==> src/design/swl_pkg.sv <==
// ----------------------------------------------------------------------------
// swl_pkg
// Shared types and constants for the stop-and-wait link endpoint.
// ----------------------------------------------------------------------------
`default_nettype none

package swl_pkg;

	typedef logic [1:0] swl_opcode_t;
	typedef logic [7:0] swl_seq_t;

	// Item kinds; the fourth code is unused and does nothing
	localparam swl_opcode_t OP_TICK   = 2'd0;
	localparam swl_opcode_t OP_OFFER  = 2'd1;
	localparam swl_opcode_t OP_RX_HDR = 2'd2;

	// Register map: byte address bit 2 selects the register
	localparam int unsigned APB_ADDR_W = 3;
	localparam logic CFG_ACK_WAIT = 1'b0;
	localparam logic CFG_SEND_ACK = 1'b1;

	localparam logic [15:0] ACK_WAIT_RESET = 16'd2000;
	localparam swl_seq_t    SEQ_WRAP       = 8'd255;

	typedef struct packed {
		swl_opcode_t opcode;
		swl_seq_t    rx_seq;
		swl_seq_t    rx_ack;
		logic        rx_has_payload;
		logic        downstream_ready;
	} swl_item_t;

	typedef struct packed {
		logic     frame_send;
		swl_seq_t frame_seq;
		swl_seq_t frame_ack;
		logic     frame_has_data;
		logic     offer_accepted;
		logic     deliver_payload;
		logic     drop_payload;
		logic     ack_timeout;
	} swl_result_t;

	// Sequence numbers run 1..255; zero only after reset
	function automatic swl_seq_t next_seq(input swl_seq_t n);
		next_seq = (n == SEQ_WRAP) ? 8'd1 : n + 8'd1;
	endfunction

endpackage

`default_nettype wire

==> src/design/swl_if.sv <==
// ----------------------------------------------------------------------------
// swl_item_if / swl_result_if
// Valid/ready channels for input items and result items.
// ----------------------------------------------------------------------------
`default_nettype none

interface swl_item_if import swl_pkg::*; ();
	logic      valid;
	logic      ready;
	swl_item_t data;

	modport source (output valid, output data, input ready);
	modport sink   (input valid, input data, output ready);
endinterface

interface swl_result_if import swl_pkg::*; ();
	logic        valid;
	logic        ready;
	swl_result_t data;

	modport source (output valid, output data, input ready);
	modport sink   (input valid, input data, output ready);
endinterface

`default_nettype wire

==> src/design/swl_cfg_regs.sv <==
// ----------------------------------------------------------------------------
// swl_cfg_regs
// APB register file holding the two timer reload values.
// ----------------------------------------------------------------------------
`default_nettype none

module swl_cfg_regs import swl_pkg::*; #(
	parameter int unsigned TIMER_BITS = 16
) (
	input  wire logic                  clk,
	input  wire logic                  arst_n,
	input  wire logic                  psel,
	input  wire logic                  penable,
	input  wire logic                  pwrite,
	input  wire logic [APB_ADDR_W-1:0] paddr,
	input  wire logic [31:0]           pwdata,
	output logic      [31:0]           prdata,
	output logic                       pready,
	output logic      [TIMER_BITS-1:0] ack_wait_timeout_q,
	output logic      [TIMER_BITS-1:0] send_ack_timeout_q
);

	logic                  wr_en;
	logic [TIMER_BITS-1:0] wr_val;

	assign pready = 1'b1;
	assign wr_en  = psel && penable && pwrite;
	// Write data bits 15:0, sized to the timer width
	assign wr_val = TIMER_BITS'(pwdata[15:0]);

	always_ff @(posedge clk or negedge arst_n) begin
		if (!arst_n) begin
			ack_wait_timeout_q <= TIMER_BITS'(ACK_WAIT_RESET);
			send_ack_timeout_q <= '0;
		end else if (wr_en) begin
			unique case (paddr[2])
				CFG_ACK_WAIT: ack_wait_timeout_q <= wr_val;
				CFG_SEND_ACK: send_ack_timeout_q <= wr_val;
				default: ;
			endcase
		end
	end

	always_comb begin
		unique case (paddr[2])
			CFG_ACK_WAIT: prdata = 32'(ack_wait_timeout_q);
			CFG_SEND_ACK: prdata = 32'(send_ack_timeout_q);
			default:      prdata = '0;
		endcase
	end

endmodule

`default_nettype wire

==> src/design/swl_core.sv <==
// ----------------------------------------------------------------------------
// swl_core
// Protocol state, its combinational update and the result register.
// ----------------------------------------------------------------------------
`default_nettype none

module swl_core import swl_pkg::*; #(
	parameter int unsigned TIMER_BITS = 16
) (
	input  wire logic                  clk,
	input  wire logic                  arst_n,
	input  wire logic                  advance,
	input  wire swl_item_t             item_s1,
	input  wire logic [TIMER_BITS-1:0] ack_wait_timeout,
	input  wire logic [TIMER_BITS-1:0] send_ack_timeout,
	output swl_result_t                result_s2
);

	swl_seq_t              send_seq_q, send_seq_d;
	swl_seq_t              expect_seq_q, expect_seq_d;
	logic                  awaiting_ack_q, awaiting_ack_d;
	logic                  timeout_reported_q, timeout_reported_d;
	logic                  ack_due_q, ack_due_d;
	logic [TIMER_BITS-1:0] ack_wait_left_q, ack_wait_left_d;
	logic [TIMER_BITS-1:0] ack_delay_left_q, ack_delay_left_d;
	swl_seq_t              expect_resync;
	swl_result_t           res;

	always_comb begin
		send_seq_d         = send_seq_q;
		expect_seq_d       = expect_seq_q;
		awaiting_ack_d     = awaiting_ack_q;
		timeout_reported_d = timeout_reported_q;
		ack_due_d          = ack_due_q;
		ack_wait_left_d    = ack_wait_left_q;
		ack_delay_left_d   = ack_delay_left_q;
		res                = '0;
		expect_resync      = expect_seq_q;

		case (item_s1.opcode)
			OP_TICK: begin
				if (awaiting_ack_q && !timeout_reported_q) begin
					if (ack_wait_left_q == '0) begin
						res.ack_timeout    = 1'b1;
						timeout_reported_d = 1'b1;
					end else begin
						ack_wait_left_d = ack_wait_left_q - TIMER_BITS'(1);
					end
				end
				if (ack_due_q) begin
					if (ack_delay_left_q == '0) begin
						res.frame_send = 1'b1;
						res.frame_seq  = send_seq_q;
						res.frame_ack  = expect_seq_q;
						ack_due_d      = 1'b0;
					end else begin
						ack_delay_left_d = ack_delay_left_q - TIMER_BITS'(1);
					end
				end
			end
			OP_OFFER: begin
				if (!awaiting_ack_q && item_s1.downstream_ready) begin
					res.frame_send     = 1'b1;
					res.frame_seq      = send_seq_q;
					res.frame_ack      = expect_seq_q;
					res.frame_has_data = 1'b1;
					res.offer_accepted = 1'b1;
					ack_due_d          = 1'b0;
					ack_delay_left_d   = '0;
					awaiting_ack_d     = 1'b1;
					ack_wait_left_d    = ack_wait_timeout;
					timeout_reported_d = 1'b0;
				end
			end
			OP_RX_HDR: begin
				// A zero field means the peer restarted: take its sequence
				if (item_s1.rx_seq == '0 || item_s1.rx_ack == '0) begin
					expect_resync = item_s1.rx_seq;
				end
				if (awaiting_ack_q && item_s1.rx_ack == next_seq(send_seq_q)) begin
					send_seq_d         = item_s1.rx_ack;
					awaiting_ack_d     = 1'b0;
					ack_wait_left_d    = '0;
					timeout_reported_d = 1'b0;
				end
				if (expect_resync == item_s1.rx_seq) begin
					expect_seq_d        = next_seq(expect_resync);
					ack_due_d           = 1'b1;
					ack_delay_left_d    = send_ack_timeout;
					res.deliver_payload = item_s1.rx_has_payload;
				end else begin
					expect_seq_d     = expect_resync;
					res.drop_payload = item_s1.rx_has_payload;
				end
			end
			default: ;
		endcase
	end

	always_ff @(posedge clk or negedge arst_n) begin
		if (!arst_n) begin
			send_seq_q         <= '0;
			expect_seq_q       <= '0;
			awaiting_ack_q     <= 1'b0;
			timeout_reported_q <= 1'b0;
			ack_due_q          <= 1'b0;
			ack_wait_left_q    <= '0;
			ack_delay_left_q   <= '0;
		end else if (advance) begin
			send_seq_q         <= send_seq_d;
			expect_seq_q       <= expect_seq_d;
			awaiting_ack_q     <= awaiting_ack_d;
			timeout_reported_q <= timeout_reported_d;
			ack_due_q          <= ack_due_d;
			ack_wait_left_q    <= ack_wait_left_d;
			ack_delay_left_q   <= ack_delay_left_d;
		end
	end

	always_ff @(posedge clk) begin
		if (advance) begin
			result_s2 <= res;
		end
	end

endmodule

`default_nettype wire

==> src/design/stop_and_wait_link_endpoint.sv <==
// ----------------------------------------------------------------------------
// stop_and_wait_link_endpoint
// Stop-and-wait link endpoint: sequencing, acknowledgement and timers.
// ----------------------------------------------------------------------------
// Usage:
//   item   : input channel; each transaction is a tick, a transmit offer or
//            a received frame header (opcode selects which).
//   result : output channel; exactly one result transaction per item, in
//            order, telling what frame to emit and what to do with payloads.
//   APB    : two timer registers, ack_wait_timeout at 0x0 and
//            send_ack_timeout at 0x4; write them only while the block idles.
// An item is held in the input register, then the state update loads the
// result register, from which result valid rises. Throughput is one item
// per cycle while the result receiver does not stall; the state update is
// a single registered pass, so the next item sees the previous item's
// effects with no bubble.
// Reset clears both sequence numbers and all timers to zero, reloads the
// registers (ack_wait_timeout 2000, send_ack_timeout 0) and empties both
// stages. When the result receiver stalls, the result register holds, the
// input register fills, and item.ready drops until the result is taken.
// ----------------------------------------------------------------------------
`default_nettype none

module stop_and_wait_link_endpoint import swl_pkg::*; #(
	parameter int unsigned TIMER_BITS = 16
) (
	input  wire logic                  clk,
	input  wire logic                  arst_n,
	swl_item_if.sink                   item,
	swl_result_if.source               result,
	input  wire logic                  psel,
	input  wire logic                  penable,
	input  wire logic                  pwrite,
	input  wire logic [APB_ADDR_W-1:0] paddr,
	input  wire logic [31:0]           pwdata,
	output logic      [31:0]           prdata,
	output logic                       pready
);

	logic                  valid_s1;
	logic                  valid_s2;
	swl_item_t             item_s1;
	swl_result_t           result_s2;
	logic                  advance;
	logic                  item_fire;
	logic [TIMER_BITS-1:0] ack_wait_timeout;
	logic [TIMER_BITS-1:0] send_ack_timeout;

	// Advance the held item into the result stage when that stage is empty
	// or its result is taken this cycle.
	assign advance   = valid_s1 && (!valid_s2 || result.ready);
	assign item.ready = !valid_s1 || advance;
	assign item_fire  = item.valid && item.ready;

	always_ff @(posedge clk or negedge arst_n) begin
		if (!arst_n) begin
			valid_s1 <= 1'b0;
		end else if (item_fire) begin
			valid_s1 <= 1'b1;
		end else if (advance) begin
			valid_s1 <= 1'b0;
		end
	end

	// Capture the payload only on an accepted transaction
	always_ff @(posedge clk) begin
		if (item_fire) begin
			item_s1 <= item.data;
		end
	end

	always_ff @(posedge clk or negedge arst_n) begin
		if (!arst_n) begin
			valid_s2 <= 1'b0;
		end else if (advance) begin
			valid_s2 <= 1'b1;
		end else if (result.ready) begin
			valid_s2 <= 1'b0;
		end
	end

	swl_cfg_regs #(
		.TIMER_BITS(TIMER_BITS)
	) u_cfg (
		.clk               (clk),
		.arst_n            (arst_n),
		.psel              (psel),
		.penable           (penable),
		.pwrite            (pwrite),
		.paddr             (paddr),
		.pwdata            (pwdata),
		.prdata            (prdata),
		.pready            (pready),
		.ack_wait_timeout_q(ack_wait_timeout),
		.send_ack_timeout_q(send_ack_timeout)
	);

	// State and result register; state moves only when an item advances
	swl_core #(
		.TIMER_BITS(TIMER_BITS)
	) u_core (
		.clk             (clk),
		.arst_n          (arst_n),
		.advance         (advance),
		.item_s1         (item_s1),
		.ack_wait_timeout(ack_wait_timeout),
		.send_ack_timeout(send_ack_timeout),
		.result_s2       (result_s2)
	);

	assign result.valid = valid_s2;
	assign result.data  = result_s2;

endmodule

`default_nettype wire

==> src/flat_wrapper.sv <==
// flat-port wrapper written by rule: the top's interface ports become plain ports
module stop_and_wait_link_endpoint_flat import swl_pkg::*;
#(
	parameter int unsigned TIMER_BITS = 16
)
  (clk, arst_n, psel, penable, pwrite, paddr, pwdata, prdata, pready, item_valid, item_data, item_ready, result_valid, result_data, result_ready);
  swl_item_if item_i ();
  swl_result_if result_i ();
  input  wire logic clk;
  input  wire logic arst_n;
  input  wire logic psel;
  input  wire logic penable;
  input  wire logic pwrite;
  input  wire logic [APB_ADDR_W-1:0] paddr;
  input  wire logic [31:0] pwdata;
  output logic      [31:0] prdata;
  output logic pready;
  input wire logic [$bits(item_i.valid)-1:0] item_valid;
  input wire logic [$bits(item_i.data)-1:0] item_data;
  output wire logic [$bits(item_i.ready)-1:0] item_ready;
  output wire logic [$bits(result_i.valid)-1:0] result_valid;
  output wire logic [$bits(result_i.data)-1:0] result_data;
  input wire logic [$bits(result_i.ready)-1:0] result_ready;
  assign item_i.valid = item_valid;
  assign item_i.data = item_data;
  assign item_ready = item_i.ready;
  assign result_valid = result_i.valid;
  assign result_data = result_i.data;
  assign result_i.ready = result_ready;
  stop_and_wait_link_endpoint #(.TIMER_BITS(TIMER_BITS)) u_core (.clk(clk), .arst_n(arst_n), .item(item_i), .result(result_i), .psel(psel), .penable(penable), .pwrite(pwrite), .paddr(paddr), .pwdata(pwdata), .prdata(prdata), .pready(pready));
endmodule
==> config.mk <==
export PLATFORM = sky130hd
export DESIGN_NAME = stop_and_wait_link_endpoint_flat
export DESIGN_NICKNAME = d
export VERILOG_FILES = /design/src/design/swl_pkg.sv /design/src/design/swl_if.sv /design/src/design/swl_cfg_regs.sv /design/src/design/swl_core.sv /design/src/design/stop_and_wait_link_endpoint.sv /design/src/flat_wrapper.sv
export SDC_FILE = /design/constraint.sdc
export NUM_CORES = 1
export LEC_CHECK = 0
export ABC_AREA = 1
export BUFFER_PORTS_ARGS = -buffer_cell sky130_fd_sc_hd__clkbuf_2
export CORE_ASPECT_RATIO = 0.7
export CORE_MARGIN = 2
export CORE_UTILIZATION = 50
export CTS_BUF_LIST = sky130_fd_sc_hd__clkbuf_2 sky130_fd_sc_hd__clkbuf_4 sky130_fd_sc_hd__clkbuf_8
export CTS_CLUSTER_SIZE = 10
export DETAILED_ROUTE_END_ITERATION = 16
export GPL_TIMING_DRIVEN = 0
export PLACE_DENSITY_LB_ADDON = 0.1
export REMOVE_ABC_BUFFERS = 1
export SYNTH_ARGS = -nofsm -noshare
export SYNTH_HDL_FRONTEND = slang
export SYNTH_SLANG_ARGS = --single-unit
==> constraint.sdc <==
create_clock -name clk -period 3.6 [get_ports clk]
set_input_delay 0.72 -clock clk [delete_from_list [all_inputs] [get_ports clk]]
set_output_delay 0.72 -clock clk [all_outputs]
set_load 0.05 [all_outputs]
[Yosys cells after proc, flatten, opt, wreduce, memory -nomap -nowiden]
Cells that the tools add are included.
Word-level totals
  latch bits: 0
  register bits after elaboration: 127
  ROM bits: 0
  bits in writable memories: 0
  logic and storage cells: 115
  memories kept: 0
  input bits: 62
Operators by class
  reductions and logical operators: 35
  multipliers: 0
  multiplexer cells: 36
  shift-type cells: 0
  add/subtract/negate cells: 4
  div/mod/pow operators: 0
  $lt $le $gt $ge: 0
  bitwise gates (word level): 2
  eq/ne operators: 14
Operators by type and width (number)
  16-bit two-way mux: 8
  16-bit case mux with 3 select lines: 2
  32-bit case mux with 2 select lines: 1
  8-bit two-way mux: 5
  17-bit two-way mux: 2
  17-bit case mux with 2 select lines: 1
  16-bit logical NOT: 2
  16-bit by 1-bit subtractor with 16-bit output, second input constant: 2
  19-bit two-way mux: 1
  6-bit AND reduction: 3
  8-bit by 1-bit adder with 8-bit output, second input constant: 2
  8-bit equality test: 2
  8-bit equality test, second input constant: 2
  8-bit logical NOT: 2
  2-bit inequality test, second input constant: 8
  1-bit two-way mux: 13
  2-bit AND reduction: 5
  4-bit AND reduction: 2
  1-bit logical AND: 7
  1-bit case mux with 3 select lines: 2
  2-bit nonzero test: 3
  1-bit logical NOT: 4
  1-bit logical OR: 3
  3-bit AND reduction: 1
  7 further kinds: 8

[Depth between registers and ports, before layout]
  depth in word-level cells: 7
  gate-level depth with buffers: 18
  gate-level depth less buffers: 18

[By module]
A second synthesis with hierarchy kept.
Unflattened totals
  cells, all modules: 955
  area total of the unflattened synthesis: 7313.3 um2
Modules (own cells, without submodules)
  swl_core: instances 1, cells an instance 710, area an instance 4982.3 um2, seq. area each 1906.8 um2
  swl_cfg_regs: instances 1, cells an instance 213, area an instance 1635.3 um2, seq. area each 808.3 um2
  stop_and_wait_link_endpoint: instances 1, cells an instance 32, area an instance 695.7 um2, seq. area each 650.6 um2

[Worst setup path after synthesis]
OpenSTA, ideal clock, no wires.
  kind: in2out
  start: input port paddr[2]
  end: output port prdata[11]
  slack: 716 ps
  required time: 2880 ps
  stages on the path: 3
  data arrival time: 2164 ps
  buffers on the path: 2
  cell sequence: clkbuf_1 -> clkbuf_1 -> o21ai_0
Between the ends
  cells in the longest elaborated chain, start to end: 2
Ends and longest elaborated chain
  start, declared: line flat_wrapper.sv:14  | input wire logic [APB_ADDR_W-1:0] paddr;
  1-bit NOT
  32-bit case mux with 2 select lines *: line swl_cfg_regs.sv:45  | unique case (paddr[2])
  end, declared: line flat_wrapper.sv:16  | output logic [31:0] prdata;
Every way passes the cells marked *; elsewhere a longest branch is shown, timed or not. The select of a mux whose other input is x is not followed.

[Final worst setup path]
  start: register u_core.item_s1[9] (netlist name)
  end: register u_core.u_core.expect_seq_q[3]
Between the ends
  cells in the longest elaborated chain, start to end: 7
Ends and longest elaborated chain
  8-bit logical NOT *: line swl_core.sv:77  | if (item_s1.rx_seq == '0 || item_s1.rx_ack == '0) begin
  1-bit logical OR *: line swl_core.sv:77
  8-bit two-way mux *: line swl_core.sv:77
  8-bit two-way mux *: line swl_core.sv:40  | case (item_s1.opcode)
  8-bit by 1-bit adder with 8-bit output or 8-bit equality test (tied branches): line swl_pkg.sv:46  | next_seq = (n == SEQ_WRAP) ? 8'd1 : n + 8'd1;
  8-bit two-way mux: line swl_pkg.sv:46
  8-bit two-way mux *: line swl_core.sv:86  | if (expect_resync == item_s1.rx_seq) begin
  end signal, assigned: line swl_core.sv:111  | expect_seq_q <= expect_seq_d;
  end, declared: line swl_core.sv:20  | swl_seq_t expect_seq_q, expect_seq_d;
Marks and branches as above.
A chain may end at the register's enable or synchronous reset.

==> qor.txt <==
status: complete, no violations
Post-Syn Instances: 919
CTS root buf: clkbuf_8
reg-to-reg critical path endpoint: u_core.u_core.expect_seq_q[3]
crit path kind: reg2reg
CP Launch Point: u_core.item_s1[9]
Post-route DRC: 0
CP max FO: 10
most common library cell in the layout ignoring fill and taps: nand2_1
Inserted Diodes: 0
synth-to-layout area growth: 11.3%
FFs w/ async S/R, synth: 0.675
via/cell ratio: 5.02
first drt pass iteration count: 5
Synthesis Warnings: 0
Antenna Nets Post-Route: 0
CTS tree: done
Starting DRT DRC Count: 550
clk slew on worst S/H paths: 0.07 ns
vias in the first global route: 5,439
Syn Area/Cell: 7.70 um^2
total wire length: 16.7 mm
core area: 13,900 um^2
kind of end point of the critical path: flip-flop
PortBufs: 83
R2R Setup Slk: 0.87 ns
Die ar.: 15,100 um^2
setup TNS: 0 ns
Slew headroom: 0.0772
sequential-to-total area share from yosys stat: 0.476
GPL Wtd Cong: 0.864
LEAKAGE: 3.90 nW
setup bufs post-CTS: 0
Chip Width: 146 um
clk_skew: 0.00693 ns
Worst Setup EP: u_core.u_core.expect_seq_q[3]
Syn Std Cell Area: 7080 um^2
Critical R2R Launch: u_core.item_s1[9]
final hold viol count: 0
I/O pin cnt: 119
initial antenna violation count: 0
final core utilization: 0.568
Starting Density: 0.510
GRT Total Usage: 0.232
largest net degree at the start of global routing: 63
layout net count: 1,061
Sink Count: 126
Post-synth EDFFs: 41
Setup Viol. Count Final: 0
Peak Freq: 366 MHz
H-tree Lvls: 4
row count: 36
crit share post-route: 0.758
RSZ-0062 raised after global routing: no
Chip Height: 104 um
CTS Buf Count: 17
placed wire-length estimate: 11.8 mm
Slew Limit Fails: 0
Overflow after GRT: 0
pwr/cell area: 616 nW/um^2
Tmin final: 2.73 ns
Hold Crit Class: in2async
reg2reg path depth: 15
DR vias: 5,998
clock tree buffer depth: 2
Max VDD drop: 0.000260 V
top_reg_cell synth: dfrtp_1
Worst Tran Pin Value: 1.38 ns
cts repair resizes: 0
share of cells above drive strength 1: 0.140
hold buffer count at cts: 0
global-route wire length before repair: 27.7 mm
worst skew pair latency: 0.45 ns
crit start category: flip-flop
commonest non-fill, non-tap cells in the layout: nand2_1 (274), inv_1 (115), o21ai_0 (111), clkbuf_2 (82), nor2_1 (81)
Max Cap Viol: 0
Synth Register Bits: 126
wire per inst: 14.0 um
Synth cell types: 39
Critical Path AT: 3.11 ns
WP data required: 3.98 ns
## cells by family after synthesis
kind of cell,synth area share
xor gates and xnor gates,0.0161
DFF,0.476
buffers and inverters,0.104
other,0.00106
AOI/OAI and AO/OA,0.104
adders and majority gates,0.0141
and+or+nand+nor,0.285
## power by group
part / leakage [nW] / switching, W / internal [W]
Combinational: 2.23 / 0.00114 / 0.000540
Clock: 0.178 / 0.000551 / 0.000578
Sequential: 1.49 / 0.000257 / 0.00179
Total: 3.90 / 0.00195 / 0.00290
## registers in the layout (all words and copies together) (netlist names)
register                          cells
u_core.item_s1                       20
u_core.result.valid                   1
u_core.u_cfg.ack_wait_timeout_q      16
u_core.u_cfg.send_ack_timeout_q      16
u_core.u_core.ack_delay_left_q       16
u_core.u_core.ack_due_q               1
u_core.u_core.ack_wait_left_q        16
u_core.u_core.awaiting_ack_q          1
u_core.u_core.expect_seq_q            8
u_core.u_core.result_s2              21
u_core.u_core.send_seq_q              8
u_core.u_core.timeout_reported_q      1
u_core.valid_s1                       1
## layout make-up
| class | count | area (um^2) |
|---|---|---|
| Multi-Input combinational cell | 644 | 3030 |
| Sequential cell | 126 | 3370 |
| Tap cell | 190 | 238 |
| Clock inverter | 9 | 70.1 |
| Clock buffer | 23 | 279 |
| Fill cell | 1372 | 6000 |
| Timing Repair Buffer | 84 | 445 |
| Inverter | 118 | 443 |
## stage by stage
| stage | hold WS, ns | std cells | instance area (um^2) | setup slack [ns] | total power (W) |
|---|---|---|---|---|---|
| 2_1_floorplan | 0.424 | 888 | 6840 | 1.06 | 0.00332 |
| 3_3_place_gp | 0.456 | 1161 | 7500 | 0.732 | 0.00370 |
| 3_5_place_dp | 0.463 | 1162 | 7530 | 0.737 | 0.00373 |
| 4_1_cts | 0.195 | 1194 | 7880 | 0.917 | 0.00487 |
| 5_1_grt | 0.214 | 1194 | 7880 | 0.570 | 0.00522 |
| 6_report | 0.211 | 1194 | 7880 | 0.871 | 0.00485 |
## Yosys cell counts, types with 6 or more instances
cell,n,area share
a21oi_1,16,0.011
buf_4,18,0.019
clkbuf_1,16,0.0085
dfrtp_1,79,0.28
dfstp_2,6,0.022
edfxtp_1,41,0.17
ha_1,8,0.014
inv_1,115,0.061
nand2_1,274,0.15
nand2_2,6,0.0053
nand3_1,47,0.033
nand3b_1,6,0.0064
nand4_1,25,0.022
nor2_1,81,0.043
nor3_1,10,0.0071
o21ai_0,111,0.078
xor2_1,9,0.011
## worst min path at each step
stage	start	endpoint	cells past startpoint
after global placement	u_core.u_core.ack_delay_left_q[4]	u_core.u_core.ack_delay_left_q[4]	2
after detailed placement	u_core.u_core.ack_delay_left_q[12]	u_core.u_core.ack_delay_left_q[12]	2
after CTS	arst_n	u_core.u_cfg.send_ack_timeout_q[10]	1
after floorplan	arst_n	u_core.result.valid	0
final	arst_n	u_core.u_cfg.ack_wait_timeout_q[2]	1
after global routing	arst_n	u_core.u_cfg.ack_wait_timeout_q[2]	1
## routing by layer
layer / global-route usage / up-vias / wire, um
li1: - / 3065 / -
met5: 0 / - / 0
met3: 0.0432 / 18 / 991
met2: 0.322 / 175 / 6890
met4: 0.0798 / 0 / 220
met1: 0.363 / 2740 / 8640
## worst max-delay path, cell delays in order (launching register included)
cell and delay (ns):
edfxtp_1 0.40, nor2_1 0.06, nand2_1 0.10, inv_1 0.04
nand2_1 0.24, nand2_2 0.20, o21ai_0 0.54, inv_1 0.13
ha_1 0.23, nand3_1 0.13, inv_1 0.07, nand2_1 0.11
nand3_1 0.09, o21ai_0 0.18, nand2_1 0.07, nand2_1 0.08
Note: power is estimated with default switching activity, not from simulation.
